File: src/design/ptsl_pkg.sv
// ----------------------------------------------------------------------------
// ptsl_pkg
// shared widths, register indexes, control word layout and microprogram
// ----------------------------------------------------------------------------
package ptsl_pkg;

  localparam int WINDOW_LEN = 10;
  localparam int SLOT_W     = $clog2(WINDOW_LEN);

  localparam int OFS_W      = 11;
  localparam int ERR_W      = 12;
  localparam int DIF_W      = 13;
  localparam int SUM_W      = 32;
  localparam int GAIN_W     = 16;
  localparam int YAW_W      = 17;
  localparam int BAND_W     = 8;
  localparam int DEG_W      = 8;
  localparam int MUL_B_W    = 32;
  localparam int PROD_W     = GAIN_W + MUL_B_W;
  localparam int ACC_W      = PROD_W + 2;
  localparam int CFG_IDX_W  = 3;
  localparam int CFG_DATA_W = 16;
  localparam int PC_W       = 3;

  localparam logic signed [ACC_W-1:0] YAW_HI = ACC_W'(2**(YAW_W-1) - 1);
  localparam logic signed [ACC_W-1:0] YAW_LO = ACC_W'(-(2**(YAW_W-1)));

  // register indexes
  localparam logic [CFG_IDX_W-1:0] REG_ENABLE    = 3'd0;
  localparam logic [CFG_IDX_W-1:0] REG_SETPOINT  = 3'd1;
  localparam logic [CFG_IDX_W-1:0] REG_KP        = 3'd2;
  localparam logic [CFG_IDX_W-1:0] REG_KI        = 3'd3;
  localparam logic [CFG_IDX_W-1:0] REG_KD        = 3'd4;
  localparam logic [CFG_IDX_W-1:0] REG_BAND      = 3'd5;
  localparam logic [CFG_IDX_W-1:0] REG_YAW_UPPER = 3'd6;

  localparam logic [GAIN_W-1:0] KP_RESET        = 16'd256;
  localparam logic [BAND_W-1:0] BAND_RESET      = 8'd6;
  localparam logic [DEG_W-1:0]  YAW_UPPER_RESET = 8'd60;

  // program steps
  localparam logic [PC_W-1:0] PC_IDLE  = 3'd0;
  localparam logic [PC_W-1:0] PC_PREP  = 3'd1;
  localparam logic [PC_W-1:0] PC_MUL_P = 3'd2;
  localparam logic [PC_W-1:0] PC_MUL_I = 3'd3;
  localparam logic [PC_W-1:0] PC_MUL_D = 3'd4;
  localparam logic [PC_W-1:0] PC_YAW   = 3'd5;
  localparam logic [PC_W-1:0] PC_EMIT  = 3'd6;

  typedef enum logic [1:0] {
    MSEL_KP,
    MSEL_KI,
    MSEL_KD
  } msel_e;

  typedef enum logic [1:0] {
    JMP_NEXT,
    JMP_WAIT_IN,
    JMP_NO_UPD,
    JMP_WAIT_OUT
  } jmp_e;

  typedef struct packed {
    jmp_e            jmp;
    logic [PC_W-1:0] target;
    logic            prep;
    logic            mul_en;
    msel_e           msel;
    logic            acc_yaw;
    logic            acc_add;
    logic            yaw_wr;
    logic            emit;
  } uword_t;

  typedef struct packed {
    logic              enable;
    logic [OFS_W-1:0]  setpoint;
    logic [GAIN_W-1:0] kp;
    logic [GAIN_W-1:0] ki;
    logic [GAIN_W-1:0] kd;
    logic [BAND_W-1:0] band;
    logic [DEG_W-1:0]  yaw_upper;
  } cfg_t;

  typedef struct packed {
    logic in_fire;
    logic upd;
    logic out_free;
  } status_t;

  function automatic uword_t ucode(input logic [PC_W-1:0] pc);
    uword_t w;
    w = '0;
    case (pc)
      PC_IDLE: begin
        w.jmp = JMP_WAIT_IN;
      end
      PC_PREP: begin
        w.prep   = 1'b1;
        w.jmp    = JMP_NO_UPD;
        w.target = PC_EMIT;
      end
      PC_MUL_P: begin
        w.mul_en  = 1'b1;
        w.msel    = MSEL_KP;
        w.acc_yaw = 1'b1;
      end
      PC_MUL_I: begin
        w.mul_en  = 1'b1;
        w.msel    = MSEL_KI;
        w.acc_add = 1'b1;
      end
      PC_MUL_D: begin
        w.mul_en  = 1'b1;
        w.msel    = MSEL_KD;
        w.acc_add = 1'b1;
      end
      PC_YAW: begin
        w.yaw_wr = 1'b1;
      end
      PC_EMIT: begin
        w.emit   = 1'b1;
        w.jmp    = JMP_WAIT_OUT;
        w.target = PC_IDLE;
      end
      default: begin
        w.jmp    = JMP_WAIT_OUT;
        w.target = PC_IDLE;
      end
    endcase
    return w;
  endfunction

endpackage

File: src/design/ptsl_cfg.sv
// ----------------------------------------------------------------------------
// ptsl_cfg
// configuration register file, written one word at a time by index
// ----------------------------------------------------------------------------
module ptsl_cfg import ptsl_pkg::*; (
  input  logic                  clk_i,
  input  logic                  rst_ni,
  input  logic                  cfg_valid_i,
  output logic                  cfg_ready_o,
  input  logic [CFG_IDX_W-1:0]  cfg_index_i,
  input  logic [CFG_DATA_W-1:0] cfg_data_i,
  output cfg_t                  cfg_o
);

  cfg_t cfg_q;

  assign cfg_ready_o = 1'b1;
  assign cfg_o       = cfg_q;

  always_ff @(posedge clk_i or negedge rst_ni) begin
    if (!rst_ni) begin
      cfg_q <= '{enable:    1'b0,
                 setpoint:  '0,
                 kp:        KP_RESET,
                 ki:        '0,
                 kd:        '0,
                 band:      BAND_RESET,
                 yaw_upper: YAW_UPPER_RESET};
    end else if (cfg_valid_i && cfg_ready_o) begin
      case (cfg_index_i)
        REG_ENABLE:    cfg_q.enable    <= cfg_data_i[0];
        REG_SETPOINT:  cfg_q.setpoint  <= cfg_data_i[OFS_W-1:0];
        REG_KP:        cfg_q.kp        <= cfg_data_i[GAIN_W-1:0];
        REG_KI:        cfg_q.ki        <= cfg_data_i[GAIN_W-1:0];
        REG_KD:        cfg_q.kd        <= cfg_data_i[GAIN_W-1:0];
        REG_BAND:      cfg_q.band      <= cfg_data_i[BAND_W-1:0];
        REG_YAW_UPPER: cfg_q.yaw_upper <= cfg_data_i[DEG_W-1:0];
        default: ;
      endcase
    end
  end

endmodule

File: src/design/ptsl_seq.sv
// ----------------------------------------------------------------------------
// ptsl_seq
// step counter over the microprogram rom, with wait and skip jumps
// ----------------------------------------------------------------------------
module ptsl_seq import ptsl_pkg::*; (
  input  logic    clk_i,
  input  logic    rst_ni,
  input  status_t status_i,
  output uword_t  ctrl_o,
  output logic    idle_o
);

  logic [PC_W-1:0] pc_q, pc_d;
  uword_t          w;

  always_comb begin
    w = ucode(pc_q);
    case (w.jmp)
      JMP_NEXT:     pc_d = pc_q + PC_W'(1);
      JMP_WAIT_IN:  pc_d = status_i.in_fire ? pc_q + PC_W'(1) : pc_q;
      JMP_NO_UPD:   pc_d = status_i.upd ? pc_q + PC_W'(1) : w.target;
      JMP_WAIT_OUT: pc_d = status_i.out_free ? w.target : pc_q;
      default:      pc_d = PC_IDLE;
    endcase
  end

  always_ff @(posedge clk_i or negedge rst_ni) begin
    if (!rst_ni) begin
      pc_q <= PC_IDLE;
    end else begin
      pc_q <= pc_d;
    end
  end

  assign ctrl_o = w;
  assign idle_o = (pc_q == PC_IDLE);

endmodule

File: src/design/ptsl_datapath.sv
// ----------------------------------------------------------------------------
// ptsl_datapath
// loop state, shared gain multiplier, accumulator, offset window and
// output register, all driven by the control word
// ----------------------------------------------------------------------------
module ptsl_datapath import ptsl_pkg::*; (
  input  logic                    clk_i,
  input  logic                    rst_ni,
  input  uword_t                  ctrl_i,
  input  cfg_t                    cfg_i,
  input  logic                    in_fire_i,
  input  logic signed [OFS_W-1:0] offset_i,
  input  logic                    target_seen_i,
  input  logic                    rearm_i,
  input  logic                    out_stall_i,
  output status_t                 status_o,
  output logic                    out_valid_o,
  output logic signed [YAW_W-1:0] yaw_command_o,
  output logic                    updated_o,
  output logic                    settled_o
);

  logic signed [OFS_W-1:0]  ofs_q;
  logic                     seen_q;
  logic                     settled_q;
  logic                     updated_q;
  logic signed [YAW_W-1:0]  yaw_q;
  logic signed [SUM_W-1:0]  esum_q;
  logic signed [ERR_W-1:0]  last_q, prior_q, err_q;
  logic signed [DIF_W-1:0]  dif_q;
  logic signed [PROD_W-1:0] prod_q;
  logic signed [ACC_W-1:0]  acc_q;
  logic [OFS_W-1:0]         win_q [WINDOW_LEN];
  logic [SLOT_W-1:0]        slot_q;
  logic                     out_valid_q;
  logic signed [YAW_W-1:0]  out_yaw_q;
  logic                     out_upd_q, out_set_q;

  logic                     upd, do_prep, out_free;
  logic signed [ERR_W-1:0]  err;
  logic                     clr_int;
  logic [SUM_W-1:0]         sum_base, sum_sat;
  logic [SUM_W:0]           sum_w;
  logic [SLOT_W-1:0]        wslot;
  logic signed [ERR_W-1:0]  band_lo, band_hi;
  logic [WINDOW_LEN-1:0]    in_band;
  logic                     all_in;
  logic signed [GAIN_W-1:0] mul_a;
  logic signed [MUL_B_W-1:0] mul_b;
  logic signed [ACC_W-1:0]  prod_x, yaw_sum, yaw_sat;

  assign upd     = cfg_i.enable && seen_q && !settled_q;
  assign do_prep = ctrl_i.prep && upd;

  assign err = {cfg_i.setpoint[OFS_W-1], cfg_i.setpoint} - {ofs_q[OFS_W-1], ofs_q};

  // integral cleared when yaw is at or past the upper limit, or not above zero
  assign clr_int = (yaw_q >= $signed({1'b0, cfg_i.yaw_upper, 8'd0}))
                   || yaw_q[YAW_W-1] || (yaw_q == '0);
  assign sum_base = clr_int ? '0 : esum_q;
  assign sum_w    = {sum_base[SUM_W-1], sum_base}
                    + {{(SUM_W+1-ERR_W){err[ERR_W-1]}}, err};
  always_comb begin
    if (sum_w[SUM_W] != sum_w[SUM_W-1]) begin
      sum_sat = sum_w[SUM_W] ? {1'b1, {(SUM_W-1){1'b0}}} : {1'b0, {(SUM_W-1){1'b1}}};
    end else begin
      sum_sat = sum_w[SUM_W-1:0];
    end
  end

  // slot out of range counts as zero
  assign wslot = ({1'b0, slot_q} < (SLOT_W+1)'(WINDOW_LEN)) ? slot_q : '0;

  assign band_lo = {cfg_i.setpoint[OFS_W-1], cfg_i.setpoint}
                   - {{(ERR_W-BAND_W){1'b0}}, cfg_i.band};
  assign band_hi = {cfg_i.setpoint[OFS_W-1], cfg_i.setpoint}
                   + {{(ERR_W-BAND_W){1'b0}}, cfg_i.band};

  always_comb begin
    for (int i = 0; i < WINDOW_LEN; i++) begin
      in_band[i] = ($signed({win_q[i][OFS_W-1], win_q[i]}) >= band_lo)
                   && ($signed({win_q[i][OFS_W-1], win_q[i]}) <= band_hi);
    end
  end
  assign all_in = &in_band;

  always_comb begin
    case (ctrl_i.msel)
      MSEL_KP: begin
        mul_a = cfg_i.kp;
        mul_b = {{(MUL_B_W-ERR_W){err_q[ERR_W-1]}}, err_q};
      end
      MSEL_KI: begin
        mul_a = cfg_i.ki;
        mul_b = esum_q;
      end
      MSEL_KD: begin
        mul_a = cfg_i.kd;
        mul_b = {{(MUL_B_W-DIF_W){dif_q[DIF_W-1]}}, dif_q};
      end
      default: begin
        mul_a = cfg_i.kp;
        mul_b = {{(MUL_B_W-ERR_W){err_q[ERR_W-1]}}, err_q};
      end
    endcase
  end

  assign prod_x  = {{(ACC_W-PROD_W){prod_q[PROD_W-1]}}, prod_q};
  assign yaw_sum = acc_q + prod_x;
  always_comb begin
    if (yaw_sum > YAW_HI) begin
      yaw_sat = YAW_HI;
    end else if (yaw_sum < YAW_LO) begin
      yaw_sat = YAW_LO;
    end else begin
      yaw_sat = yaw_sum;
    end
  end

  assign out_free = !out_valid_q || !out_stall_i;

  always_ff @(posedge clk_i or negedge rst_ni) begin
    if (!rst_ni) begin
      seen_q      <= 1'b0;
      settled_q   <= 1'b0;
      updated_q   <= 1'b0;
      yaw_q       <= '0;
      esum_q      <= '0;
      last_q      <= '0;
      prior_q     <= '0;
      slot_q      <= '0;
      out_valid_q <= 1'b0;
      for (int i = 0; i < WINDOW_LEN; i++) begin
        win_q[i] <= '0;
      end
    end else begin
      if (in_fire_i) begin
        seen_q <= target_seen_i;
      end
      // rearm acts on acceptance, ahead of this tick's update
      if (in_fire_i && rearm_i) begin
        settled_q <= 1'b0;
      end else if (ctrl_i.yaw_wr && all_in) begin
        settled_q <= 1'b1;
      end
      if (ctrl_i.prep) begin
        updated_q <= upd;
      end
      if (do_prep) begin
        esum_q        <= sum_sat;
        prior_q       <= last_q;
        last_q        <= err;
        win_q[wslot]  <= ofs_q;
        slot_q        <= (wslot == SLOT_W'(WINDOW_LEN-1)) ? '0 : wslot + SLOT_W'(1);
      end
      if (ctrl_i.yaw_wr) begin
        yaw_q <= yaw_sat[YAW_W-1:0];
      end
      if (ctrl_i.emit && out_free) begin
        out_valid_q <= 1'b1;
      end else if (!out_stall_i) begin
        out_valid_q <= 1'b0;
      end
    end
  end

  always_ff @(posedge clk_i) begin
    if (in_fire_i) begin
      ofs_q <= offset_i;
    end
    if (do_prep) begin
      err_q <= err;
      dif_q <= {last_q[ERR_W-1], last_q} - {prior_q[ERR_W-1], prior_q};
    end
    if (ctrl_i.mul_en) begin
      prod_q <= mul_a * mul_b;
    end
    if (ctrl_i.acc_yaw) begin
      acc_q <= {{(ACC_W-YAW_W){yaw_q[YAW_W-1]}}, yaw_q};
    end else if (ctrl_i.acc_add) begin
      acc_q <= acc_q + prod_x;
    end
    if (ctrl_i.emit && out_free) begin
      out_yaw_q <= yaw_q;
      out_upd_q <= updated_q;
      out_set_q <= settled_q;
    end
  end

  assign status_o      = '{in_fire: in_fire_i, upd: upd, out_free: out_free};
  assign out_valid_o   = out_valid_q;
  assign yaw_command_o = out_yaw_q;
  assign updated_o     = out_upd_q;
  assign settled_o     = out_set_q;

endmodule

File: src/design/pid_tracking_settle_loop.sv
// ----------------------------------------------------------------------------
// pid_tracking_settle_loop
// pid yaw loop that adds the gain terms to the last yaw, with an offset window settle detector
//
//   channel  direction  handshake                 word
//   in       sink       in_valid_i / in_stall_o   offset, target_seen, rearm
//   out      source     out_valid_o / out_stall_i yaw_command, updated, settled
//   cfg      sink       cfg_valid_i / cfg_ready_o cfg_index_i, cfg_data_i
//
// a tick that runs the update goes prep, mul_p, mul_i, mul_d, yaw, emit;
// one that does not goes prep, emit; the three gain products go in turn
// through one 16x32 multiplier under the microprogram.
// reset clears loop state, the offset window and the registers to defaults.
// a result waiting on out_stall_i holds the sequencer at its last step only.
// ----------------------------------------------------------------------------
module pid_tracking_settle_loop import ptsl_pkg::*; (
  input  logic                    clk_i,
  input  logic                    rst_ni,
  input  logic                    in_valid_i,
  output logic                    in_stall_o,
  input  logic signed [OFS_W-1:0] offset_i,
  input  logic                    target_seen_i,
  input  logic                    rearm_i,
  output logic                    out_valid_o,
  input  logic                    out_stall_i,
  output logic signed [YAW_W-1:0] yaw_command_o,
  output logic                    updated_o,
  output logic                    settled_o,
  input  logic                    cfg_valid_i,
  output logic                    cfg_ready_o,
  input  logic [CFG_IDX_W-1:0]    cfg_index_i,
  input  logic [CFG_DATA_W-1:0]   cfg_data_i
);

  cfg_t    cfg;
  uword_t  ctrl;
  status_t status;
  logic    idle;
  logic    in_fire;

  assign in_stall_o = !idle;
  assign in_fire    = in_valid_i && !in_stall_o;

  ptsl_cfg u_cfg (
    .clk_i       (clk_i),
    .rst_ni      (rst_ni),
    .cfg_valid_i (cfg_valid_i),
    .cfg_ready_o (cfg_ready_o),
    .cfg_index_i (cfg_index_i),
    .cfg_data_i  (cfg_data_i),
    .cfg_o       (cfg)
  );

  ptsl_seq u_seq (
    .clk_i    (clk_i),
    .rst_ni   (rst_ni),
    .status_i (status),
    .ctrl_o   (ctrl),
    .idle_o   (idle)
  );

  ptsl_datapath u_dp (
    .clk_i         (clk_i),
    .rst_ni        (rst_ni),
    .ctrl_i        (ctrl),
    .cfg_i         (cfg),
    .in_fire_i     (in_fire),
    .offset_i      (offset_i),
    .target_seen_i (target_seen_i),
    .rearm_i       (rearm_i),
    .out_stall_i   (out_stall_i),
    .status_o      (status),
    .out_valid_o   (out_valid_o),
    .yaw_command_o (yaw_command_o),
    .updated_o     (updated_o),
    .settled_o     (settled_o)
  );

endmodule

File: config.mk
export PLATFORM = sky130hd
export DESIGN_NAME = pid_tracking_settle_loop
export DESIGN_NICKNAME = d
export VERILOG_FILES = /design/src/design/ptsl_pkg.sv /design/src/design/ptsl_cfg.sv /design/src/design/ptsl_seq.sv /design/src/design/ptsl_datapath.sv /design/src/design/pid_tracking_settle_loop.sv
export SDC_FILE = /design/constraint.sdc
export NUM_CORES = 2
export LEC_CHECK = 0
export BUFFER_PORTS_ARGS = -buffer_cell sky130_fd_sc_hd__buf_2
export CORE_UTILIZATION = 39
export CTS_BUF_LIST = sky130_fd_sc_hd__clkbuf_8
export DETAILED_ROUTE_END_ITERATION = 8
export RECOVER_POWER = 25
export SYNTH_ARGS = -nofsm -noshare
export SYNTH_HDL_FRONTEND = slang
export SYNTH_SLANG_ARGS = --single-unit
File: constraint.sdc
create_clock -name clk_i -period 9.75 [get_ports clk_i]
set_clock_uncertainty 0.1 [all_clocks]
set_input_delay 0.975 -clock clk_i [delete_from_list [all_inputs] [get_ports clk_i]]
set_output_delay 0.975 -clock clk_i [all_outputs]
set_load 0.005 [all_outputs]
# Word-level counts from Yosys, hierarchy flattened
# Cells that the tools add are included.
# Widths: inputs -> output; s select.
[word_totals]
ff_bits = 423
inputBits = 37
out_inout_bits = 22
wordCells = 165
[op_classes]
addsub = 8
n_mul = 1
magnitude_cmp = 26
eq_ne = 22
muxes = 30
bitwise = 1
n_reduce_logical = 42
[ops]
columns = ["operator", "n"]
rows = [
  ["$ge 11x12->1", 10],
  ["$le 11x12->1", 10],
  ["$bwmux 110", 1],
  ["$mux 50", 2],
  ["$mux 32", 3],
  ["$pmux 32 s2", 1],
  ["$add 50x48->50", 1],
  ["$gt 50x17->1 const B", 1],
  ["$lt 50x17->1 const B", 1],
  ["$mul 16x32->48", 1],
  ["$demux 11 s4", 1],
  ["$mux 17", 2],
  ["$add 32x12->33", 1],
  ["$pmux 16 s2", 1],
  ["$eq 3x3->1 const B", 6],
  ["$logic_and 1x1->1", 18],
  ["$ge 17x17->1", 1],
  ["$logic_not 17->1", 1],
  ["$reduce_and 2->1", 8],
  ["$sub 12x12->13", 1],
  ["$add 11x9->12", 1],
  ["$eq 3x2->1 const B", 4],
  ["$mux 3", 4],
  ["$pmux 3 s4", 1],
  ["other kinds (28)", 49],
]

# Depth between registers and ports, before layout
[logic_depth]
word_depth = 8
depth_mapped = 35
ltp_nobuf = 33

# Hierarchy
# A second synthesis with hierarchy kept.
[unflattened]
hier_cells = 4935
area_unflattened_um2 = 46174.3
[by_module_without_submodules]
columns = ["mod", "n_inst", "cells_per_inst", "area_per_inst_um2", "seq_area_each_um2"]
rows = [
  ["ptsl_datapath", 1, 4717, 42819.8, 9374.0],
  ["ptsl_cfg", 1, 168, 2985.4, 1910.6],
  ["ptsl_seq", 1, 48, 359.1, 75.1],
  ["pid_tracking_settle_loop", 1, 2, 10.0, 0.0],
]

# Worst setup path after synthesis
# Ideal clock, no wire load.
[synth_timing]
path_kind = "register to register"
from = "reg u_seq.pc_q[0]"
to = "reg u_dp.prod_q[46], data pin"
setup_time_ns = 0.263
arrival_time_ns = 8.368
required_ns = 9.387
setup_slack_ns = 1.019
stages_incl_launch_ff = 33
n_path_buf = 3
period_less_slack_ns = 8.731
cell_sequence = "dfrtp_1 inv_1 ha_1 nand2_1 nor2_1 clkbuf_1 buf_1 a22oi_1 o21ai_1 clkbuf_1 nand2_1 fa_1 inv_1 fa_1 fa_1 fa_1 fa_1 inv_1 fa_1 inv_1 ha_1 and3_1 a221o_1 a21o_1 a21oi_1 o21ai_0 a22o_1 a311oi_1 o21bai_1 o31ai_1 o21ai_1 a311oi_1 xnor2_1"
[synth_between]
elab_chain_cells = 5
elab_cells_between_ends = 9
cone_classes = "mul (1); eq/ne (5); mux (3)"
[synth_lines]
columns = ["item", "line", "text"]
rows = [
  ["start, declared", "ptsl_seq.sv:13", "logic [PC_W-1:0] pc_q, pc_d;"],
  ["start signal, assigned", "ptsl_seq.sv:31", "pc_q <= pc_d;"],
  ["$eq 3x3->1 / $eq 3x2->1 (equally long branches)", "ptsl_pkg.sv:94", "case (pc)"],
  ["$pmux 3 s3 (*)", "ptsl_pkg.sv:94", ""],
  ["$eq 2x2->1 / $eq 2x1->1 (equally long branches)", "ptsl_datapath.sv:88", "case (ctrl_i.msel)"],
  ["$pmux 16 s2 / $pmux 32 s2 (equally long branches)", "ptsl_datapath.sv:88", ""],
  ["$mul 16x32->48 (*)", "ptsl_datapath.sv:176", "prod_q <= mul_a * mul_b;"],
  ["end signal, assigned", "ptsl_datapath.sv:176", ""],
  ["end, declared", "ptsl_datapath.sv:31", "logic signed [PROD_W-1:0] prod_q;"],
]
# Mark *: on every way between the ends. The rest lies on a longest branch, timed or not.
# A chain may end at the register's enable or synchronous reset.

# Final worst setup path
# Same ends and word-level chain as after synthesis.

==> flow_summary.json <==
{
  "cts.sink_count": 423,
  "setup.worst_path.start_class": "flop",
  "post-synth-top-area-cell": "sky130_fd_sc_hd__fa_1",
  "coreArea_um2": 116000,
  "final_layout_size_suffix_gt1_frac": 0.0975,
  "root_buffer": "sky130_fd_sc_hd__clkbuf_8",
  "worstHoldPathType": "input pin to flop",
  "yosys_warnings": 0,
  "vias_per_cell": 5.32,
  "ys_flop_type": "sky130_fd_sc_hd__dfrtp_1",
  "hold_violations": 0,
  "cts_max_path_buffers": 3,
  "arrival_ns": 9.65,
  "final_min_period_over_clock_period": 0.956,
  "final-setup-viol-count": 0,
  "ys_types": 93,
  "rsz0062_at_grt": "true",
  "worstMarginPinSlew_ns": 5.03,
  "tritoncts": "built",
  "critical_path_required_ns": 10.08,
  "drcViolationCount": 0,
  "grt_pass1_wl_um": 204000,
  "crit_path_end_kind": "flop",
  "area_of_combinational_cells_with_multiple_inputs_um2": 31300,
  "synthTopCellsByArea": "sky130_fd_sc_hd__fa_1 22%, sky130_fd_sc_hd__dfrtp_1 14%, sky130_fd_sc_hd__ha_1 13%",
  "top_level_ports": 59,
  "die-height_um": 344,
  "dr.pass1.iters": 9,
  "cts_hold_repair.buffers": 0,
  "drt_iter0_markers": 2652,
  "gp_congestion": 0.970,
  "leading_cell_type_in_the_layout_fill_and_taps_excluded": "sky130_fd_sc_hd__inv_1",
  "synth.cell_area_um2": 45700,
  "fin_nets": 5986,
  "residual_overflow_from_global_routing": 0,
  "place.detailed.hpwl_um": 104000,
  "worstPathBufferInverterCount": 6,
  "fillerInstances": 11400,
  "antenna_found_initial": 5,
  "achievable-frequency_mhz": 107,
  "highest_net_fanout_along_the_worst_path": 56,
  "grt_max_degree": 87,
  "start_util": 0.393,
  "sequential_cell_area_um2": 11400,
  "status": "complete, but fails checks",
  "seq_area_frac_synth": 0.249,
  "final-max-slew-violation-count": 208,
  "first_global_vias": 34800,
  "crit_top_cell": "sky130_fd_sc_hd__fa_1",
  "clock_latency_at_the_later_pin_of_the_worst_skew_pair_ns": 0.75,
  "synth-seq-cells": 423,
  "synthesis.area_per_instance_um2": 9.34,
  "layout_min_cycle_time_ns": 9.32,
  "relSlewSlack": -2.35,
  "die-area_um2": 118000,
  "cts.htree.levels": 3,
  "postRouteAntennaNets": 0,
  "post-cts-setup-buffers": 0,
  "syn-num-nets": 5905,
  "cts_resized": 0,
  "portBuffers": 57,
  "violations_in_the_final_reports": "capacitance limit, slew limit",
  "hold-worst-slack_ns": 0.306,
  "area_delta_synth_final_pct": 9.17,
  "number_of_enable_flip_flop_cells_after_synthesis": 153,
  "async_flop_share": 0.638,
  "crit_path_top_delay_cell": "sky130_fd_sc_hd__a21boi_4",
  "clk_pin_slew_ns": 0.06,
  "numCtsBuffers": 78,
  "yosys.area.top_type_share": 0.216,
  "slowest_delay_ns": 0.58,
  "std_cell_rows": 125,
  "cap_viol_max_count": 3,
  "layout_common_cells": "694 x sky130_fd_sc_hd__inv_1, 598 x sky130_fd_sc_hd__nand2_1, 492 x sky130_fd_sc_hd__fa_1",
  "finalWirelength_um": 128000,
  "dieWidth_um": 344,
  "criticalPathCategory": "flop to flop",
  "route.vias.total": 34900,
  "critical-path-top-delay-family": "adder cells",
  "grt.total_usage": 0.221,
  "wire_per_inst_um": 19.6,
  "synthCells": 4889
}
==> flip-flops by register name, summed over array words and instances, names as in the netlist <==
signal / count
u_dp.updated_o: 1
u_dp.last_q: 12
u_dp.slot_q: 4
u_seq.pc_q: 3
u_dp.win_q: 110
u_dp.prior_q: 12
u_dp.dif_q: 13
u_dp.esum_q: 32
u_dp.updated_q: 1
u_dp.settled_o: 1
u_dp.out_valid_o: 1
u_dp.acc_q: 50
u_cfg.cfg_o: 76
u_dp.settled_q: 1
u_dp.seen_q: 1
u_dp.err_q: 12
u_dp.yaw_q: 17
u_dp.yaw_command_o: 17
u_dp.ofs_q: 11
u_dp.prod_q: 48
==> through the flow <==
step	TNS [ns]	util	cells	instance area (µm²)	setup WS, ns
2_1_floorplan	0	-	4889	45700	1.02
3_3_place_gp	0	0.415	6414	48200	0.417
3_5_place_dp	0	0.415	6414	48200	0.367
4_1_cts	0	0.429	6558	49800	0.308
5_1_grt	-0.0817	0.429	6559	49900	-0.0817
6_report	0	0.429	6560	49900	0.434
==> cells in the mapped netlist (102+ instances only) <==
master and count:
sky130_fd_sc_hd__a21o_1 141, sky130_fd_sc_hd__a21oi_1 250, sky130_fd_sc_hd__clkbuf_1 146, sky130_fd_sc_hd__dfrtp_1 263, sky130_fd_sc_hd__edfxtp_1 153, sky130_fd_sc_hd__fa_1 492, sky130_fd_sc_hd__ha_1 487, sky130_fd_sc_hd__inv_1 675
sky130_fd_sc_hd__mux2_2 135, sky130_fd_sc_hd__nand2_1 599, sky130_fd_sc_hd__nor2_1 381, sky130_fd_sc_hd__o21ai_0 274, sky130_fd_sc_hd__xnor2_1 102
==> final timing paths <==
kind	cells past startpoint	end	from	slack, ns
max in group asynchronous	3	u_dp.yaw_q[8]	rst_ni	2.41
setup reg to reg	31	u_dp.prod_q[46]	u_seq.pc_q[0]	0.43
hold / removal	1	u_dp.ofs_q[7]	offset_i[7]	0.31
min in group asynchronous	1	u_dp.win_q[102]	rst_ni	2.00
setup / recovery	31	u_dp.prod_q[46]	u_seq.pc_q[0]	0.43
hold reg to reg	2	u_dp.prior_q[0]	u_dp.prior_q[0]	0.39
==> layout make-up <==
class | count | share of cell area
multi-input cells | 3619 | 0.627
flip-flops and latches | 423 | 0.228
inverters | 677 | 0.0510
well taps | 1524 | 0.0382
clock buffers | 92 | 0.0254
repair buffers | 171 | 0.0232
clock inverters | 52 | 0.00720
diodes | 2 | 0.000100
==> worst reg2reg max path: cells and delay by family (launching register included) <==
kind            cells  cell delay (ns)
fa+ha+maj           8             3.77
xor+xnor            1             0.10
compound gates     13             3.25
flops               1             0.37
buf+inv             6             0.91
simple gates        3             0.51
==> kinds of logic (layout without fill, tap and decap cells) <==
| family | Yosys count | count (layout) | share of synthesized area |
|---|---|---|---|
| AND/OR/NAND/NOR | 1340 | 1340 | 0.129 |
| AO/OA/AOI/OAI | 1017 | 1017 | 0.141 |
| adder cells (fa/ha/maj) | 979 | 979 | 0.349 |
| buffers and inverters | 847 | 992 | 0.0704 |
| flip-flops | 423 | 423 | 0.249 |
| XOR/XNOR | 145 | 145 | 0.0280 |
| multiplexers | 137 | 137 | 0.0337 |
| other | 1 | 3 | 0.0000821 |
==> per-layer routing <==
| metal | wire length, µm | vias to the layer above | track usage |
|---|---|---|---|
| met5 | 37 | - | 0 |
| met4 | 2500 | 6 | 0.0536 |
| met3 | 9720 | 150 | 0.0421 |
| met2 | 53500 | 1057 | 0.323 |
| met1 | 62700 | 17200 | 0.335 |
| li1 | - | 16500 | - |
Power is not shown: default switching activity piles up to over one toggle a cycle in this logic, so the estimate is an artifact.
